**src/rtl/gbds_pkg.sv**
```systemverilog
package gbds_pkg;

  typedef enum logic [4:0] {
    ST_IDLE, ST_IY, ST_IX, ST_CY, ST_CX, ST_BASE,
    ST_R0, ST_R1, ST_R2, ST_R3, ST_R4,
    ST_P1, ST_P2, ST_P3, ST_P4, ST_P5,
    ST_DOP, ST_DW, ST_DC, ST_FIN
  } state_t;

  typedef enum logic [1:0] {OFS_ZERO, OFS_PLUS, OFS_MINUS} ofs_t;

  typedef enum logic [2:0] {
    DOP_GX, DOP_GY, DOP_XX1, DOP_XX2, DOP_YY1, DOP_YY2, DOP_XY1, DOP_XY2
  } der_op_t;

  localparam logic [2:0] REG_ORIGIN_X = 3'd0;
  localparam logic [2:0] REG_ORIGIN_Y = 3'd1;
  localparam logic [2:0] REG_INV_CELL = 3'd2;
  localparam logic [2:0] REG_STEP_X   = 3'd3;
  localparam logic [2:0] REG_STEP_Y   = 3'd4;
  localparam logic [2:0] REG_INV_SX   = 3'd5;
  localparam logic [2:0] REG_INV_SY   = 3'd6;

  localparam logic       REQ_WRITE = 1'b0;
  localparam logic       REQ_QUERY = 1'b1;

  localparam logic [3:0] LAST_SAMPLE = 4'd8;

  localparam logic signed [65:0] PROD_LIM   = 66'sh3FFFFFFFFFFF;
  localparam logic signed [65:0] SAMPLE_LIM = 66'shFFFFFFFFFFF;

  function automatic ofs_t x_ofs(input logic [3:0] k);
    ofs_t o;
    unique case (k)
      4'd1, 4'd5, 4'd6: o = OFS_PLUS;
      4'd2, 4'd7, 4'd8: o = OFS_MINUS;
      default:          o = OFS_ZERO;
    endcase
    return o;
  endfunction

  function automatic ofs_t y_ofs(input logic [3:0] k);
    ofs_t o;
    unique case (k)
      4'd3, 4'd5, 4'd7: o = OFS_PLUS;
      4'd4, 4'd6, 4'd8: o = OFS_MINUS;
      default:          o = OFS_ZERO;
    endcase
    return o;
  endfunction

  function automatic logic signed [31:0] sat32(input logic signed [47:0] v);
    logic signed [31:0] r;
    if (v > 48'sh7FFFFFFF)
      r = 32'sh7FFFFFFF;
    else if (v < -48'sh80000000)
      r = -32'sh80000000;
    else
      r = v[31:0];
    return r;
  endfunction

  function automatic logic signed [15:0] sat16(input logic signed [45:0] v);
    logic signed [15:0] r;
    if (v > 46'sh7FFF)
      r = 16'sh7FFF;
    else if (v < -46'sh8000)
      r = -16'sh8000;
    else
      r = v[15:0];
    return r;
  endfunction

endpackage

```
**src/rtl/gbds_mulq.sv**
```systemverilog
module gbds_mulq
  import gbds_pkg::*;
(
  input  logic               clk,
  input  logic signed [47:0] a,
  input  logic [31:0]        b,
  output logic signed [46:0] p
);

  logic signed [47:0] a_r;
  logic [15:0]        bh_r;
  logic signed [64:0] pl_r;
  logic signed [65:0] hi;
  logic signed [65:0] sum;

  always_ff @(posedge clk) begin
    a_r  <= a;
    bh_r <= b[31:16];
    pl_r <= 65'(a) * 65'($signed({1'b0, b[15:0]}));
  end

  always_comb begin
    hi  = 66'(a_r) * 66'($signed({1'b0, bh_r}));
    sum = hi + ((66'(pl_r) + 66'sd32768) >>> 16);
  end

  always_ff @(posedge clk) begin
    if (sum > PROD_LIM)
      p <= 47'(PROD_LIM);
    else if (sum < -PROD_LIM)
      p <= 47'(-PROD_LIM);
    else
      p <= sum[46:0];
  end

endmodule
```
**config.mk**
```make
export PLATFORM = sky130hd
export DESIGN_NAME = gbds_mulq
export DESIGN_NICKNAME = d
export VERILOG_FILES = /design/src/rtl/gbds_pkg.sv /design/src/rtl/gbds_mulq.sv
export SDC_FILE = /design/constraint.sdc
export NUM_CORES = 2
export LEC_CHECK = 0
export ABC_AREA = 1
export BUFFER_PORTS_ARGS = -buffer_cell sky130_fd_sc_hd__buf_2
export CORE_MARGIN = 1.5
export CORE_UTILIZATION = 60
export DETAILED_ROUTE_END_ITERATION = 6
export PLACE_DENSITY = 0.77
export SLEW_MARGIN = 25
export SYNTH_ARGS = -nofsm -noshare
export SYNTH_HDL_FRONTEND = slang
export SYNTH_SLANG_ARGS = --single-unit
```
**constraint.sdc**
```tcl
create_clock -name clk -period 11.8 [get_ports clk]
set_input_delay 0.59 -clock clk [delete_from_list [all_inputs] [get_ports clk]]
set_output_delay 0.59 -clock clk [all_outputs]
set_load 0.01 [all_outputs]
```
==> reports/metrics.yaml <==
grt.total_usage_pct: 32.7
status: "finished, final reports clean"
place_congestion: 0.977
dr.pass1.iters: 5
io_buffers: 127
worstPathRequired_ns: 12.14
rows: 117
arrival_ns: 9.46
path_class: "flop to flop"
path_max_fanout: 46
synth-edff-count: 0
slowest_stage: "fa_1"
boundaryPins: 128
synthDistinctLibCells: 46
drc: 0
crit_path_max_incr_delay_ns: 0.84
synth_nets: 10000
drv_cap: 0
max_freq_mhz: 110
htreeDepth: 4
setup-tns-final_ns: 0
clk_pin_slew_worst_paths_ns: 0.09
hold_violations: 0
fin_crit_sh_pct: 77.3
grt_pass1_wl_um: 268000
cts-resized-gates: 0
ys_seq_elements: 161
fin_nets: 9837
syn_inst: 8159
viasPerCell: 5.25
dp_hpwl_um: 137000
ys_seq_area_share_pct: 5.22
cts_tree: "yes"
die_w_um: 324
async_reset_ff_share_pct: 0
die_h_um: 324
synth_top_flop_cell: "dfxtp_1"
routedWlPerCell_um: 17.4
max-slew-margin-rel_pct: 33.6
ys_warn_count: 0
drtIter0Drc: 3733
netlist_area_mm2: 0.0617
dieArea_mm2: 0.105
drive_gt1_share_pct: 3.05
setup_viol_count_final: 0
post-cts-setup-buffer-count: 0
grt.overflow.total: 0
syn_avg_cell_area_um2: 7.56
ant_nets: 0
numCtsBuffers: 17
rsz0062_at_grt: "false"
vias: 49100
grt_max_degree: 49
post-route-min-period_ns: 9.12
critPathLaunchType: "flop"
hp-class: "input port to flop"
cts_root_buffer: "clkbuf_16"
clk_path_buf_depth: 2
antenna_found_initial: 5
routed_wl_um: 163000
syn_to_final_growth_pct: 2.91
core_mm2: 0.102
drv_slew: 0
grt_pass1_vias: 53000
postCtsHoldBufs: 0
clock_sinks: 161
clock_latency_ns: 0.52
crit_path_end_kind: "flop"
initial_core_util_pct: 60.6
tightest_slew_ns: 0.992
finClkSkew_ns: 0.0332
cell usage in the layout (no fill, tap or decap), drive strengths merged, types with 8 or more instances in the layout:
cell type and n:
nor4 24, nand3 118, nand3b 22, buf 160, o21ai 76, a31oi 28, o21a 9, o21bai 13
xor2 79, xnor2 41, nand4 35, fa 1477, o211ai 8, dfxtp 161, nor3 32, ha 299
clkbuf 19, nand2 2260, nor2 284, a21oi 168, inv 2648
path summary, 6_finish.rpt:
check | slack, ns | depth (start not counted) | startpoint | to
hold / removal | 0.16 | 1 | b[27] | bh_r[11]
hold reg to reg | 1.03 | 3 | pl_r[15] | p[0]
setup reg to reg | 2.68 | 37 | pl_r[16] | p[0]
setup / recovery | 2.68 | 37 | pl_r[16] | p[0]
stage by stage:
| step | area, um^2 | cells | hold slack (ns) | utilization [%] | setup WS [ns] |
|---|---|---|---|---|---|
| floorplan | 61700 | 8159 | 0.618 | - | 4.41 |
| global placement | 62900 | 9329 | 0.692 | 61.7 | 2.89 |
| detailed placement | 62900 | 9329 | 0.694 | 61.7 | 2.74 |
| CTS | 63500 | 9361 | 0.121 | 62.3 | 2.67 |
| global route | 63500 | 9361 | 0.144 | 62.3 | 1.90 |
| finish | 63500 | 9362 | 0.160 | 62.3 | 2.68 |
sequential cells by signal (all words and copies together), names as in the netlist:
signal  cells
a_r        48
pl_r       50
bh_r       16
p          47
routing by layer:
| metal | part of all wire [%] | up-vias | track usage [%] |
|---|---|---|---|
| met5 | 0.0086 | - | 0 |
| met4 | 3.5 | 2 | 11.5 |
| met3 | 8.3 | 407 | 5.38 |
| met2 | 49 | 2144 | 56.3 |
| met1 | 39 | 24400 | 41.8 |
| li1 | - | 22200 | - |
layout make-up:
| type | instances | area [um^2] |
|---|---|---|
| Antenna cell | 1 | 2.50 |
| Inverter | 2644 | 9920 |
| Sequential cell | 161 | 3230 |
| Tap cell | 1368 | 1710 |
| Clock buffer | 19 | 443 |
| Fill cell | 9031 | 38400 |
| Clock inverter | 13 | 146 |
| Timing Repair Buffer | 160 | 886 |
| Multi-Input combinational cell | 4996 | 47200 |
cells by family after synthesis:
kind of cell | count (synthesis) | share of synthesized area, %
DFF | 161 | 5.22
buffers and inverters | 3002 | 18.4
and+or+nand+nor | 2782 | 17.9
adders and majority gates | 1776 | 54.0
AOI/OAI and AO/OA | 318 | 2.85
xor gates and xnor gates | 120 | 1.70
cell usage after synthesis (21+ instances only):
cell type / instances / area, um^2
ha_1: 299 / 3740
nand4_1: 34 / 213
xnor2_1: 41 / 359
fa_1: 1477 / 29600
nand2_1: 2254 / 8460
clkbuf_1: 331 / 1240
a31oi_1: 28 / 175
nor2_1: 264 / 991
nand3b_1: 22 / 165
inv_1: 2641 / 9910
dfxtp_1: 161 / 3220
nand3_1: 111 / 556
a21oi_1: 168 / 841
o21ai_0: 75 / 375
xor2_1: 79 / 692
nor4_1: 21 / 131
nor3_1: 27 / 135
worst max-delay path: cells and delay by family (launching register included):
kind                       cells  cell delay [ns]
and+or+nand+nor               20             3.09
adders and majority gates      7             3.56
DFF                            1             0.34
buffers and inverters          8             0.91
AOI/OAI and AO/OA              2             1.04
Power is left out: the tool's default activity adds up to more than one toggle a clock period on the data nets, which glitch-free logic cannot reach.
